==> src/rtl/osg_pkg.sv <==
// ----------------------------------------------------------------------------
// Obstacle speed governor package
// Item kinds, register indexes, limiter constants, shared types and helpers.
// ----------------------------------------------------------------------------
package osg_pkg;

  // Item kinds, encoded as the func field of an input request.
  typedef enum logic [1:0] {
    KIND_LASER = 2'd0,
    KIND_SONAR = 2'd1,
    KIND_JOY   = 2'd2,
    KIND_CYCLE = 2'd3
  } osg_kind_t;

  // Configuration register indexes.
  localparam int CFG_IDX_W = 3;
  typedef enum logic [CFG_IDX_W-1:0] {
    REG_LIMITER_ENABLE = 3'd0,
    REG_STOP_DISTANCE  = 3'd1,
    REG_NEAR_DISTANCE  = 3'd2,
    REG_FAR_DISTANCE   = 3'd3,
    REG_SCAN_POINTS    = 3'd4
  } osg_reg_t;

  // Limit source codes.
  typedef enum logic [1:0] {
    SRC_NONE  = 2'd0,
    SRC_SONAR = 2'd1,
    SRC_LASER = 2'd2
  } osg_src_t;

  // Configuration reset values.
  localparam logic        RST_LIMITER_ENABLE = 1'b0;
  localparam logic [15:0] RST_STOP_DISTANCE  = 16'd600;
  localparam logic [15:0] RST_NEAR_DISTANCE  = 16'd1200;
  localparam logic [15:0] RST_FAR_DISTANCE   = 16'd2000;
  localparam logic [10:0] RST_SCAN_POINTS    = 11'd720;

  // Command clamps and deadbands.
  localparam logic signed [15:0] ADV_CLAMP_HI  = 16'sd1000;
  localparam logic signed [15:0] ADV_CLAMP_LO  = -16'sd1000;
  localparam logic signed [15:0] TURN_CLAMP_HI = 16'sd100;
  localparam logic signed [15:0] TURN_CLAMP_LO = -16'sd100;
  localparam logic signed [10:0] ADV_DEADBAND  = 11'sd40;
  localparam logic signed [7:0]  TURN_DEADBAND = 8'sd2;

  // Laser repair floor and the empty running minimum.
  localparam logic [15:0] FILL_FLOOR = 16'd200;
  localparam logic [15:0] MIN_EMPTY  = 16'hFFFF;

  // Fixed-point constants: degrees to 1/4096 rad in Q16, 1/10 and 1/3 reciprocals.
  localparam logic [22:0] DEG_TO_Q16  = 23'd4685272;
  localparam logic [15:0] ROUND_HALF  = 16'd32768;
  localparam logic [12:0] RECIP_TEN   = 13'd6554;
  localparam int          TEN_SHIFT   = 16;
  localparam logic [15:0] RECIP_THREE = 16'd43691;
  localparam int          THREE_SHIFT = 17;
  localparam int          SCAN_MIN_PTS = 3;

  // Front-to-back queue geometry.
  localparam int Q_DEPTH = 4;
  localparam int Q_AW    = 2;

  // One classified item as it travels through the queue.
  typedef struct packed {
    osg_kind_t          kind;
    logic               side;
    logic               first;
    logic [15:0]        distance;
    logic [3:0]         sonar_idx;
    logic signed [10:0] adv;
    logic signed [7:0]  turn;
    logic               link_ok;
  } osg_item_t;

  // Configuration register file contents.
  typedef struct packed {
    logic        limiter_enable;
    logic [15:0] stop_distance;
    logic [15:0] near_distance;
    logic [15:0] far_distance;
    logic [10:0] scan_points;
  } osg_cfg_t;

  // Magnitude of a signed advance value.
  function automatic logic [10:0] osg_abs11(input logic signed [10:0] x);
    return x[10] ? 11'(-x) : 11'(x);
  endfunction

  // Magnitude of a signed turn value.
  function automatic logic [7:0] osg_abs8(input logic signed [7:0] x);
    return x[7] ? 8'(-x) : 8'(x);
  endfunction

  // Smallest of four distances.
  function automatic logic [15:0] osg_min4(input logic [15:0] a, input logic [15:0] b,
                                           input logic [15:0] c, input logic [15:0] d);
    logic [15:0] ab;
    logic [15:0] cd;
    ab = (a < b) ? a : b;
    cd = (c < d) ? c : d;
    return (ab < cd) ? ab : cd;
  endfunction

  // Distance band selection: stop, tenth, four tenths or unchanged.
  function automatic logic signed [10:0] osg_band(input logic [15:0] d, input osg_cfg_t c,
                                                  input logic signed [10:0] adv,
                                                  input logic signed [10:0] q10,
                                                  input logic signed [10:0] q4);
    logic signed [10:0] r;
    if (d < c.stop_distance) begin
      r = '0;
    end else if (d < c.near_distance) begin
      r = q10;
    end else if (d < c.far_distance) begin
      r = q4;
    end else begin
      r = adv;
    end
    return r;
  endfunction

endpackage

==> src/rtl/osg_if.sv <==
// ----------------------------------------------------------------------------
// Obstacle speed governor channel interfaces
// Input item, result item and configuration write channels.
// ----------------------------------------------------------------------------

// Input item channel.
interface osg_in_if;
  logic               valid;
  logic               ready;
  logic [1:0]         func;
  logic               laser_side;
  logic               first_sample;
  logic [15:0]        distance;
  logic [3:0]         sonar_index;
  logic signed [15:0] advance_cmd;
  logic signed [15:0] turn_cmd;
  logic               link_ok;

  modport source (output valid, func, laser_side, first_sample, distance, sonar_index,
                  advance_cmd, turn_cmd, link_ok, input ready);
  modport sink (input valid, func, laser_side, first_sample, distance, sonar_index,
                advance_cmd, turn_cmd, link_ok, output ready);
endinterface

// Result item channel.
interface osg_out_if;
  logic               valid;
  logic               ready;
  logic signed [10:0] advance_speed;
  logic signed [13:0] turn_rate;
  logic [1:0]         limit_source;

  modport source (output valid, advance_speed, turn_rate, limit_source, input ready);
  modport sink (input valid, advance_speed, turn_rate, limit_source, output ready);
endinterface

// Configuration write channel.
interface osg_cfg_if import osg_pkg::*; ();
  logic                 valid;
  logic                 ready;
  logic [CFG_IDX_W-1:0] index;
  logic [15:0]          data;

  modport source (output valid, index, data, input ready);
  modport sink (input valid, index, data, output ready);
endinterface

==> src/rtl/osg_cfg_regs.sv <==
// ----------------------------------------------------------------------------
// Obstacle speed governor configuration registers
// Takes register writes and holds the limiter thresholds and scan length.
// ----------------------------------------------------------------------------
module osg_cfg_regs import osg_pkg::*; (
  input  logic     clk,
  input  logic     rst_n,
  osg_cfg_if.sink  cfg_chan,
  output osg_cfg_t cfg
);

  osg_cfg_t cfg_r;
  osg_cfg_t cfg_nxt;

  // Writes are always taken.
  assign cfg_chan.ready = 1'b1;
  assign cfg             = cfg_r;

  // Decode the register index; unknown indexes are dropped.
  always_comb begin
    cfg_nxt = cfg_r;
    if (cfg_chan.valid) begin
      case (cfg_chan.index)
        REG_LIMITER_ENABLE: cfg_nxt.limiter_enable = cfg_chan.data[0];
        REG_STOP_DISTANCE:  cfg_nxt.stop_distance  = cfg_chan.data;
        REG_NEAR_DISTANCE:  cfg_nxt.near_distance  = cfg_chan.data;
        REG_FAR_DISTANCE:   cfg_nxt.far_distance   = cfg_chan.data;
        REG_SCAN_POINTS:    cfg_nxt.scan_points    = cfg_chan.data[10:0];
        default:            cfg_nxt = cfg_r;
      endcase
    end
  end

  // Register file with reset defaults.
  always_ff @(posedge clk) begin
    if (!rst_n) begin
      cfg_r.limiter_enable <= RST_LIMITER_ENABLE;
      cfg_r.stop_distance  <= RST_STOP_DISTANCE;
      cfg_r.near_distance  <= RST_NEAR_DISTANCE;
      cfg_r.far_distance   <= RST_FAR_DISTANCE;
      cfg_r.scan_points    <= RST_SCAN_POINTS;
    end else begin
      cfg_r <= cfg_nxt;
    end
  end

endmodule

==> src/rtl/osg_front.sv <==
// ----------------------------------------------------------------------------
// Obstacle speed governor front end
// Accepts input requests, classifies them and clamps joystick commands.
// ----------------------------------------------------------------------------
module osg_front import osg_pkg::*; (
  osg_in_if.sink    in_chan,
  input  logic      q_full,
  output logic      push,
  output osg_item_t item
);

  // Accept whenever the queue has room.
  assign in_chan.ready = !q_full;
  assign push          = in_chan.valid && !q_full;

  // Classify the request and clamp the joystick axes to their ranges.
  always_comb begin
    item.kind      = osg_kind_t'(in_chan.func);
    item.side      = in_chan.laser_side;
    item.first     = in_chan.first_sample;
    item.distance  = in_chan.distance;
    item.sonar_idx = in_chan.sonar_index;
    item.link_ok   = in_chan.link_ok;

    if (in_chan.advance_cmd > ADV_CLAMP_HI) begin
      item.adv = ADV_CLAMP_HI[10:0];
    end else if (in_chan.advance_cmd < ADV_CLAMP_LO) begin
      item.adv = ADV_CLAMP_LO[10:0];
    end else begin
      item.adv = in_chan.advance_cmd[10:0];
    end

    if (in_chan.turn_cmd > TURN_CLAMP_HI) begin
      item.turn = TURN_CLAMP_HI[7:0];
    end else if (in_chan.turn_cmd < TURN_CLAMP_LO) begin
      item.turn = TURN_CLAMP_LO[7:0];
    end else begin
      item.turn = in_chan.turn_cmd[7:0];
    end
  end

endmodule

==> src/rtl/osg_queue.sv <==
// ----------------------------------------------------------------------------
// Obstacle speed governor item queue
// Short FIFO that decouples the front end from the back end.
// ----------------------------------------------------------------------------
module osg_queue import osg_pkg::*; (
  input  logic      clk,
  input  logic      rst_n,
  input  logic      push,
  input  osg_item_t push_item,
  input  logic      pop,
  output logic      full,
  output logic      empty,
  output osg_item_t head
);

  osg_item_t       q_mem_r [Q_DEPTH];
  logic [Q_AW:0]   wr_ptr_r;
  logic [Q_AW:0]   rd_ptr_r;

  // Pointers carry one wrap bit to tell full from empty.
  assign empty = (wr_ptr_r == rd_ptr_r);
  assign full  = (wr_ptr_r[Q_AW] != rd_ptr_r[Q_AW]) &&
                 (wr_ptr_r[Q_AW-1:0] == rd_ptr_r[Q_AW-1:0]);
  assign head  = q_mem_r[rd_ptr_r[Q_AW-1:0]];

  // Pointer update.
  always_ff @(posedge clk) begin
    if (!rst_n) begin
      wr_ptr_r <= '0;
      rd_ptr_r <= '0;
    end else begin
      if (push) begin
        wr_ptr_r <= wr_ptr_r + 1'b1;
      end
      if (pop) begin
        rd_ptr_r <= rd_ptr_r + 1'b1;
      end
    end
  end

  // Entry storage.
  always_ff @(posedge clk) begin
    if (push) begin
      q_mem_r[wr_ptr_r[Q_AW-1:0]] <= push_item;
    end
  end

endmodule

==> src/rtl/osg_back.sv <==
// ----------------------------------------------------------------------------
// Obstacle speed governor back end
// Applies laser, sonar and joystick updates and runs the limiter pipeline.
// ----------------------------------------------------------------------------
module osg_back import osg_pkg::*; #(
  parameter int MAX_SCAN    = 1024,
  parameter int SONAR_COUNT = 16
) (
  input  logic      clk,
  input  logic      rst_n,
  input  osg_cfg_t  cfg,
  input  logic      q_empty,
  input  osg_item_t head,
  output logic      pop,
  osg_out_if.source out_chan
);

  localparam int IDX_W = $clog2(MAX_SCAN + 1);
  localparam int CW    = (IDX_W > 11) ? IDX_W : 11;
  localparam int PW    = IDX_W + 16;
  localparam int SW    = $clog2(SONAR_COUNT);

  // Stored scan, sonar and command state.
  logic [IDX_W-1:0]   scan_index_r  [2];
  logic [15:0]        fill_value_r  [2];
  logic [15:0]        running_min_r [2];
  logic [15:0]        scan_min_r    [2];
  logic [15:0]        sonar_r       [SONAR_COUNT];
  logic signed [10:0] held_advance_r;
  logic signed [7:0]  held_turn_r;

  // Pipeline registers.
  logic               b_valid_r;
  logic signed [10:0] b_adv_r;
  logic signed [7:0]  b_rot_r;
  logic [15:0]        b_las_d_r;
  logic [15:0]        b_son_d_r;
  logic               c_valid_r;
  logic signed [10:0] c_adv_r;
  logic signed [10:0] c_q10_r;
  logic signed [10:0] c_q4_r;
  logic signed [13:0] c_turn_r;
  logic [15:0]        c_las_d_r;
  logic [15:0]        c_son_d_r;
  logic               out_valid_r;
  logic signed [10:0] out_adv_r;
  logic signed [13:0] out_turn_r;
  osg_src_t           out_src_r;

  // The whole back end advances while the output register is free or being taken.
  logic en;
  logic take;
  assign en   = !out_valid_r || out_chan.ready;
  assign pop  = en && !q_empty;
  assign take = pop;

  // Scan geometry from the configured length, saturated to the legal range.
  logic [CW-1:0]    sp_ext;
  logic [IDX_W-1:0] n_c;
  logic [PW-1:0]    lim_prod;
  logic [IDX_W-1:0] lim_c;
  logic [IDX_W-1:0] hi_c;
  logic [IDX_W-1:0] last_c;

  always_comb begin
    sp_ext = CW'(cfg.scan_points);
    if (sp_ext < CW'(SCAN_MIN_PTS)) begin
      n_c = IDX_W'(SCAN_MIN_PTS);
    end else if (sp_ext > CW'(MAX_SCAN)) begin
      n_c = IDX_W'(MAX_SCAN);
    end else begin
      n_c = sp_ext[IDX_W-1:0];
    end
    lim_prod = PW'(n_c) * PW'(RECIP_THREE);
    lim_c    = IDX_W'(lim_prod >> THREE_SHIFT);
    hi_c     = n_c - lim_c;
    last_c   = n_c - 1'b1;
  end

  // Laser sample repair and middle-third minimum for the addressed scan.
  logic             side;
  logic             restart;
  logic [IDX_W-1:0] idx_e;
  logic [15:0]      rmin;
  logic [15:0]      fill_v;
  logic [15:0]      rmin_nxt;

  always_comb begin
    side    = head.side;
    restart = head.first || (scan_index_r[side] >= n_c);
    idx_e   = restart ? '0 : scan_index_r[side];
    rmin    = restart ? MIN_EMPTY : running_min_r[side];
    if (head.distance < FILL_FLOOR) begin
      fill_v = (idx_e == '0) ? FILL_FLOOR : fill_value_r[side];
    end else begin
      fill_v = head.distance;
    end
    if ((idx_e >= lim_c) && (idx_e < hi_c) && (fill_v < rmin)) begin
      rmin_nxt = fill_v;
    end else begin
      rmin_nxt = rmin;
    end
  end

  // Control cycle front half: link check, deadbands and distance selection.
  logic signed [10:0] adv_h;
  logic signed [7:0]  rot_h;
  logic signed [10:0] adv_db;
  logic signed [7:0]  rot_db;
  logic [15:0]        son_front;
  logic [15:0]        son_rear;
  logic [15:0]        las_d;
  logic [15:0]        son_d;

  always_comb begin
    adv_h = head.link_ok ? held_advance_r : '0;
    rot_h = head.link_ok ? held_turn_r : '0;
    if ((adv_h > -ADV_DEADBAND) && (adv_h < ADV_DEADBAND)) begin
      adv_db = '0;
    end else begin
      adv_db = adv_h;
    end
    if ((rot_h > -TURN_DEADBAND) && (rot_h < TURN_DEADBAND)) begin
      rot_db = '0;
    end else begin
      rot_db = rot_h;
    end
    son_front = osg_min4(sonar_r[2], sonar_r[3], sonar_r[4], sonar_r[5]);
    son_rear  = osg_min4(sonar_r[10], sonar_r[11], sonar_r[12], sonar_r[13]);
    las_d     = adv_db[10] ? scan_min_r[1] : scan_min_r[0];
    son_d     = (!adv_db[10] && (adv_db != '0)) ? son_front : son_rear;
  end

  // State updates for laser, sonar, joystick and link loss.
  always_ff @(posedge clk) begin
    if (!rst_n) begin
      for (int s = 0; s < 2; s++) begin
        scan_index_r[s]  <= '0;
        fill_value_r[s]  <= '0;
        running_min_r[s] <= MIN_EMPTY;
        scan_min_r[s]    <= '0;
      end
      for (int k = 0; k < SONAR_COUNT; k++) begin
        sonar_r[k] <= '0;
      end
      held_advance_r <= '0;
      held_turn_r    <= '0;
    end else if (take) begin
      case (head.kind)
        KIND_LASER: begin
          fill_value_r[side]  <= fill_v;
          running_min_r[side] <= rmin_nxt;
          scan_index_r[side]  <= idx_e + 1'b1;
          if (idx_e == last_c) begin
            scan_min_r[side] <= rmin_nxt;
          end
        end
        KIND_SONAR: begin
          if (32'(head.sonar_idx) < SONAR_COUNT) begin
            sonar_r[SW'(head.sonar_idx)] <= head.distance;
          end
        end
        KIND_JOY: begin
          held_advance_r <= head.adv;
          held_turn_r    <= head.turn;
        end
        KIND_CYCLE: begin
          if (!head.link_ok) begin
            held_advance_r <= '0;
            held_turn_r    <= '0;
          end
        end
        default: begin
          held_advance_r <= held_advance_r;
        end
      endcase
    end
  end

  // Stage B: scaled advance magnitudes and turn conversion.
  logic [10:0]        adv_mag;
  logic [23:0]        p10;
  logic [25:0]        p4;
  logic [10:0]        q10_u;
  logic [10:0]        q4_u;
  logic signed [10:0] q10_s;
  logic signed [10:0] q4_s;
  logic [7:0]         rot_mag;
  logic [29:0]        tp;
  logic [13:0]        tmag;
  logic signed [13:0] turn_s;

  always_comb begin
    adv_mag = osg_abs11(b_adv_r);
    p10     = 24'(adv_mag) * 24'(RECIP_TEN);
    p4      = 26'({adv_mag, 2'b00}) * 26'(RECIP_TEN);
    q10_u   = 11'(p10 >> TEN_SHIFT);
    q4_u    = 11'(p4 >> TEN_SHIFT);
    q10_s   = b_adv_r[10] ? 11'(-$signed(q10_u)) : $signed(q10_u);
    q4_s    = b_adv_r[10] ? 11'(-$signed(q4_u)) : $signed(q4_u);
    rot_mag = osg_abs8(b_rot_r);
    tp      = 30'(rot_mag) * 30'(DEG_TO_Q16) + 30'(ROUND_HALF);
    tmag    = 14'(tp >> TEN_SHIFT);
    turn_s  = b_rot_r[7] ? 14'(-$signed(tmag)) : $signed(tmag);
  end

  // Stage C: bands, rear stop on turn and choice of the tighter limit.
  logic signed [10:0] las_v;
  logic signed [10:0] son_v;
  logic               son_stop;
  logic signed [10:0] adv_o;
  logic signed [13:0] turn_o;
  osg_src_t           src_o;

  always_comb begin
    las_v    = osg_band(c_las_d_r, cfg, c_adv_r, c_q10_r, c_q4_r);
    son_v    = osg_band(c_son_d_r, cfg, c_adv_r, c_q10_r, c_q4_r);
    son_stop = c_son_d_r < cfg.stop_distance;
    adv_o    = c_adv_r;
    turn_o   = c_turn_r;
    src_o    = SRC_NONE;
    if (cfg.limiter_enable) begin
      if (son_stop && (c_adv_r[10] || (c_adv_r == '0))) begin
        turn_o = '0;
      end
      if ((las_v == son_v) && (las_v == c_adv_r)) begin
        src_o = SRC_NONE;
      end else if (osg_abs11(son_v) <= osg_abs11(las_v)) begin
        adv_o = son_v;
        src_o = SRC_SONAR;
      end else begin
        adv_o = las_v;
        src_o = SRC_LASER;
      end
    end
  end

  // Pipeline valid flags.
  always_ff @(posedge clk) begin
    if (!rst_n) begin
      b_valid_r   <= 1'b0;
      c_valid_r   <= 1'b0;
      out_valid_r <= 1'b0;
    end else if (en) begin
      b_valid_r   <= take && (head.kind == KIND_CYCLE);
      c_valid_r   <= b_valid_r;
      out_valid_r <= c_valid_r;
    end
  end

  // Pipeline payload.
  always_ff @(posedge clk) begin
    if (en) begin
      b_adv_r   <= adv_db;
      b_rot_r   <= rot_db;
      b_las_d_r <= las_d;
      b_son_d_r <= son_d;
      c_adv_r   <= b_adv_r;
      c_q10_r   <= q10_s;
      c_q4_r    <= q4_s;
      c_turn_r  <= turn_s;
      c_las_d_r <= b_las_d_r;
      c_son_d_r <= b_son_d_r;
      if (c_valid_r) begin
        out_adv_r  <= adv_o;
        out_turn_r <= turn_o;
        out_src_r  <= src_o;
      end
    end
  end

  // Result channel.
  assign out_chan.valid         = out_valid_r;
  assign out_chan.advance_speed = out_adv_r;
  assign out_chan.turn_rate     = out_turn_r;
  assign out_chan.limit_source  = out_src_r;

endmodule

==> src/rtl/obstacle_speed_governor_unit.sv <==
// ----------------------------------------------------------------------------
// Obstacle speed governor: takes one item per cycle while the queue has room;
// limiter results pass stage B, stage C and the output, one per cycle if taken.
// Synchronous active-low reset sets defaults, clears all but data registers.
// ----------------------------------------------------------------------------
module obstacle_speed_governor_unit import osg_pkg::*; #(
  parameter int MAX_SCAN    = 1024,
  parameter int SONAR_COUNT = 16
) (
  input  logic      clk,
  input  logic      rst_n,
  osg_in_if.sink    in_chan,
  osg_out_if.source out_chan,
  osg_cfg_if.sink   cfg_chan
);

  osg_cfg_t  cfg;
  osg_item_t push_item;
  osg_item_t head;
  logic      push;
  logic      pop;
  logic      q_full;
  logic      q_empty;

  // Configuration registers.
  osg_cfg_regs u_cfg (
    .clk      (clk),
    .rst_n    (rst_n),
    .cfg_chan (cfg_chan),
    .cfg      (cfg)
  );

  // Accept and classify requests.
  osg_front u_front (
    .in_chan (in_chan),
    .q_full  (q_full),
    .push    (push),
    .item    (push_item)
  );

  // Decoupling queue.
  osg_queue u_queue (
    .clk       (clk),
    .rst_n     (rst_n),
    .push      (push),
    .push_item (push_item),
    .pop       (pop),
    .full      (q_full),
    .empty     (q_empty),
    .head      (head)
  );

  // State updates and limiter pipeline.
  osg_back #(
    .MAX_SCAN    (MAX_SCAN),
    .SONAR_COUNT (SONAR_COUNT)
  ) u_back (
    .clk      (clk),
    .rst_n    (rst_n),
    .cfg      (cfg),
    .q_empty  (q_empty),
    .head     (head),
    .pop      (pop),
    .out_chan (out_chan)
  );

endmodule

==> src/flat_wrapper.sv <==
// flat-port wrapper written by rule: the top's interface ports become plain ports
module obstacle_speed_governor_unit_flat import osg_pkg::*;
#(
  parameter int MAX_SCAN    = 1024,
  parameter int SONAR_COUNT = 16
)
  (clk, rst_n, in_chan_valid, in_chan_func, in_chan_laser_side, in_chan_first_sample, in_chan_distance, in_chan_sonar_index, in_chan_advance_cmd, in_chan_turn_cmd, in_chan_link_ok, in_chan_ready, out_chan_valid, out_chan_advance_speed, out_chan_turn_rate, out_chan_limit_source, out_chan_ready, cfg_chan_valid, cfg_chan_index, cfg_chan_data, cfg_chan_ready);
  osg_in_if in_chan_i ();
  osg_out_if out_chan_i ();
  osg_cfg_if cfg_chan_i ();
  input  logic clk;
  input  logic rst_n;
  input wire logic [$bits(in_chan_i.valid)-1:0] in_chan_valid;
  input wire logic [$bits(in_chan_i.func)-1:0] in_chan_func;
  input wire logic [$bits(in_chan_i.laser_side)-1:0] in_chan_laser_side;
  input wire logic [$bits(in_chan_i.first_sample)-1:0] in_chan_first_sample;
  input wire logic [$bits(in_chan_i.distance)-1:0] in_chan_distance;
  input wire logic [$bits(in_chan_i.sonar_index)-1:0] in_chan_sonar_index;
  input wire logic [$bits(in_chan_i.advance_cmd)-1:0] in_chan_advance_cmd;
  input wire logic [$bits(in_chan_i.turn_cmd)-1:0] in_chan_turn_cmd;
  input wire logic [$bits(in_chan_i.link_ok)-1:0] in_chan_link_ok;
  output wire logic [$bits(in_chan_i.ready)-1:0] in_chan_ready;
  output wire logic [$bits(out_chan_i.valid)-1:0] out_chan_valid;
  output wire logic [$bits(out_chan_i.advance_speed)-1:0] out_chan_advance_speed;
  output wire logic [$bits(out_chan_i.turn_rate)-1:0] out_chan_turn_rate;
  output wire logic [$bits(out_chan_i.limit_source)-1:0] out_chan_limit_source;
  input wire logic [$bits(out_chan_i.ready)-1:0] out_chan_ready;
  input wire logic [$bits(cfg_chan_i.valid)-1:0] cfg_chan_valid;
  input wire logic [$bits(cfg_chan_i.index)-1:0] cfg_chan_index;
  input wire logic [$bits(cfg_chan_i.data)-1:0] cfg_chan_data;
  output wire logic [$bits(cfg_chan_i.ready)-1:0] cfg_chan_ready;
  assign in_chan_i.valid = in_chan_valid;
  assign in_chan_i.func = in_chan_func;
  assign in_chan_i.laser_side = in_chan_laser_side;
  assign in_chan_i.first_sample = in_chan_first_sample;
  assign in_chan_i.distance = in_chan_distance;
  assign in_chan_i.sonar_index = in_chan_sonar_index;
  assign in_chan_i.advance_cmd = in_chan_advance_cmd;
  assign in_chan_i.turn_cmd = in_chan_turn_cmd;
  assign in_chan_i.link_ok = in_chan_link_ok;
  assign in_chan_ready = in_chan_i.ready;
  assign out_chan_valid = out_chan_i.valid;
  assign out_chan_advance_speed = out_chan_i.advance_speed;
  assign out_chan_turn_rate = out_chan_i.turn_rate;
  assign out_chan_limit_source = out_chan_i.limit_source;
  assign out_chan_i.ready = out_chan_ready;
  assign cfg_chan_i.valid = cfg_chan_valid;
  assign cfg_chan_i.index = cfg_chan_index;
  assign cfg_chan_i.data = cfg_chan_data;
  assign cfg_chan_ready = cfg_chan_i.ready;
  obstacle_speed_governor_unit #(.MAX_SCAN(MAX_SCAN), .SONAR_COUNT(SONAR_COUNT)) u_core (.clk(clk), .rst_n(rst_n), .in_chan(in_chan_i), .out_chan(out_chan_i), .cfg_chan(cfg_chan_i));
endmodule
==> config.mk <==
export PLATFORM = sky130hd
export DESIGN_NAME = obstacle_speed_governor_unit_flat
export DESIGN_NICKNAME = d
export VERILOG_FILES = /design/src/rtl/osg_pkg.sv /design/src/rtl/osg_if.sv /design/src/rtl/osg_cfg_regs.sv /design/src/rtl/osg_front.sv /design/src/rtl/osg_queue.sv /design/src/rtl/osg_back.sv /design/src/rtl/obstacle_speed_governor_unit.sv /design/src/flat_wrapper.sv
export SDC_FILE = /design/constraint.sdc
export NUM_CORES = 2
export LEC_CHECK = 0
export ABC_CLOCK_PERIOD_IN_PS = 8950
export BUFFER_PORTS_ARGS = -buffer_cell sky130_fd_sc_hd__buf_2
export CORE_ASPECT_RATIO = 2
export CORE_UTILIZATION = 40
export CTS_CLUSTER_DIAMETER = 80
export DETAILED_ROUTE_END_ITERATION = 8
export PLACE_DENSITY = 0.66
export SLEW_MARGIN = 20
export SYNTH_ARGS = -nofsm -noshare
export SYNTH_HDL_FRONTEND = slang
export SYNTH_SLANG_ARGS = --single-unit
export TNS_END_PERCENT = 50
==> constraint.sdc <==
create_clock -name clk -period 8.95 [get_ports clk]
set_input_delay 1.79 -clock clk [delete_from_list [all_inputs] [get_ports clk]]
set_output_delay 1.79 -clock clk [all_outputs]
set_load 0.05 [all_outputs]
==> results_dict.tcl <==
set metrics [dict create \
    cts_root_buf "clkbuf_16" \
    first_pass_iters 8 \
    mostFrequentLayoutCells "edfxtp_1 (579), ha_1 (446), nand2_1 (436), nor2_1 (366), inv_1 (353)" \
    avgSynthCellArea_sq_um 10.7 \
    ctsLongestPathBuffers 3 \
    max-cap-violations 0 \
    ys.flop_type "edfxtp_1" \
    core.rowCount 171 \
    peakVddDrop_v 0.000283 \
    place_congestion 0.921 \
    worstMarginPinSlew_ns 1.14 \
    antenna_found_initial 6 \
    cts_num_sinks 669 \
    path_max_fanout 8 \
    vias_per_cell 5.47 \
    ys_ff_latch 669 \
    skew_ns 0.0476 \
    syn_inst 4096 \
    drt-total-wl_um 113000 \
    ios 111 \
    p_leak_nw 20.9 \
    synth_warnings 0 \
    synth_top_area_cell "edfxtp_1" \
    setup_violations 0 \
    dpl_worst_slack_ns 0.131 \
    htree_num_levels 3 \
    die-area_sq_mm 0.111 \
    hold_class "flip-flop to flip-flop" \
    fp.dieH_um 470 \
    yosys-top-cells-area "edfxtp_1 (40%), ha_1 (13%), fa_1 (5.3%), dfxtp_1 (4.1%), nand2_1 (3.8%)" \
    critPathSlowestCell "fa_1" \
    hpwl_um 87000 \
    fillers 9904 \
    yosysUniqueCellTypes 96 \
    portBuffers 109 \
    grt_pass1_wl_um 175000 \
    path_common_cell "inv_1" \
    synth-edff-count 579 \
    worst_setup_path_end_kind "flip-flop" \
    grt_use_total 0.204 \
    ff_latch_area_sq_mm 0.0192 \
    path_clk_slew_ns 0.06 \
    fmax_mhz 116 \
    coreArea_sq_mm 0.108 \
    start_util 0.404 \
    nets 4868 \
    finalHoldViolCount 0 \
    slew_violations 0 \
    fin_util 0.450 \
    max_stage_delay_ns 0.53 \
    die_x_um 236 \
    drc 0 \
    dr.first_iter.drc_count 1694 \
    p_total_mw 13.8 \
    insertion_delay_ns 0.67 \
    synthArstFlopShare 0 \
    grt_start_max_net_pins 75 \
    synth-seq-area-share 0.438 \
    via_count 30931 \
    yosysTopAreaCellShare 0.397 \
    power_density_mw_per_mm2 283 \
    crit_type "flip-flop to flip-flop" \
    fin_ws_ns 0.339 \
    cts_buffers 66 \
    overflow 0 \
    final_antenna_net_count 0 \
    cts_hold_buffers 0 \
    fin_cells 5659 \
    min_period_ns 8.61 \
    status "complete, no violations" \
    crit_path_start_kind "flip-flop" \
    grt_pass1_vias 31868 \
    syn-num-nets 4746 \
    syn-cell-area_sq_mm 0.0438 \
    cp.arrival_ns 8.96 \
    cts_tree "done" \
    cp_data_required_time_ns 9.30 \
    maxSlewHeadroom 0.238 \
    post-route-period-util 0.962 \
    multiInputGateArea_sq_mm 0.0229 \
    fin_tns_setup_ns 0 \
    dp.cells 5529 \
    drive_above_1_share 0.114 \
    area_growth_pct 11.3 \
    wl_per_cell_um 20.0 \
    final_common_cell "edfxtp_1" \
]
## synth_stat cells (all sizes together), types with 8 or more instances
cell and number:
a211o 17, a211oi 31, a21boi 68, a21o 65, a21oi 148, a31oi 45, and2 67, and3 59
and4 8, buf 33, clkbuf 109, dfxtp 90, edfxtp 579, fa 117, ha 452, inv 361
mux2 69, mux2i 125, mux4 28, nand2 438, nand2b 46, nand3 87, nand4 57, nor2 369
nor2b 35, nor3 52, nor3b 9, nor4 16, o211ai 28, o21a 28, o21ai 116, o21bai 11
o221ai 10, o22ai 9, o31ai 16, or2 15, or3 33, or4 11, xnor2 99, xor2 43
## metrics by stage
step | instance area (sq um) | hold slack (ns)
finish | 48800 | 0.417
global route | 48800 | 0.423
CTS | 48600 | 0.418
detailed placement | 46200 | 0.405
global placement | 46200 | 0.402
floorplan | 43800 | 0.400
## repair_timing
item	4_1_cts	5_1_grt
setup buffers	0	4
setup endpoints to repair	0	64
resized for setup	0	36
## cells by family (layout without fill, tap and decap cells)
| family | count (synthesis) | after routing | share of synthesized area |
|---|---|---|---|
| xor+xnor | 144 | 144 | 0.0296 |
| mux | 222 | 222 | 0.0615 |
| simple gates | 1316 | 1316 | 0.140 |
| other cells | 1 | 7 | 0.0000856 |
| fa+ha+maj | 575 | 575 | 0.184 |
| flops | 669 | 669 | 0.438 |
| compound gates | 664 | 664 | 0.102 |
| buf+inv | 505 | 678 | 0.0443 |
## power by group
group          total (mW)  internal, mW  leakage [nW]  switching (mW)
Combinational        6.77          2.71          13.2            4.07
Clock                2.98          1.67          1.12            1.31
Sequential           4.06          3.83          6.55           0.229
## worst max-delay path, delay by kind of cell, from the launching register on
| kind | cells | cell delay, ns |
|---|---|---|
| adder cells (fa/ha/maj) | 10 | 3.82 |
| AND/OR/NAND/NOR | 11 | 1.93 |
| AO/OA/AOI/OAI | 5 | 0.99 |
| buffers and inverters | 8 | 0.73 |
| flip-flops | 1 | 0.34 |
| multiplexers | 2 | 0.48 |
## final timing paths
check | end | startpoint | cells past startpoint | slack [ns]
worst min-delay path | u_core.u_back.c_son_d_r[8] | u_core.u_back.b_son_d_r[8] | 0 | 0.42
worst max register to register | u_core.u_back.running_min_r[0][7] | u_core.u_cfg.cfg[10] | 36 | 0.34
worst min register to register | u_core.u_back.c_son_d_r[8] | u_core.u_back.b_son_d_r[8] | 0 | 0.42
worst max-delay path | u_core.u_back.running_min_r[0][7] | u_core.u_cfg.cfg[10] | 36 | 0.34
## cell type report
cell class	count	area share
inverter	363	0.0280
timing repair buffer	196	0.0252
antenna	6	0.000308
clock inverter	49	0.0139
clock buffer	70	0.0342
tap	1384	0.0355
multi-input combinational	2922	0.469
sequential	669	0.394
## routing by layer
metal / global-route usage / vias to the layer above / wire length [um]
li1: - / 14889 / -
met1: 0.204 / 15089 / 40600
met4: 0.112 / 0 / 6300
met5: 0 / - / 0
met2: 0.401 / 690 / 62600
met3: 0.0221 / 263 / 3670
## flip-flops by register name (all words and copies together) (netlist names), 14 cells and up, named ones only
register                          flops
u_core.u_queue.q_mem_r              176
u_core.u_back.c_turn_r               14
u_core.u_back.out_chan.turn_rate     14
u_core.u_back.sonar_r               128
u_core.u_back.scan_min_r             32
u_core.u_back.running_min_r          32
u_core.u_back.c_las_d_r              16
u_core.u_back.b_son_d_r              16
u_core.u_back.fill_value_r           32
u_core.u_back.b_las_d_r              16
u_core.u_back.scan_index_r           22
u_core.u_cfg.cfg                     60
u_core.u_back.c_son_d_r              16
Note: power is estimated with default switching activity, not from simulation.
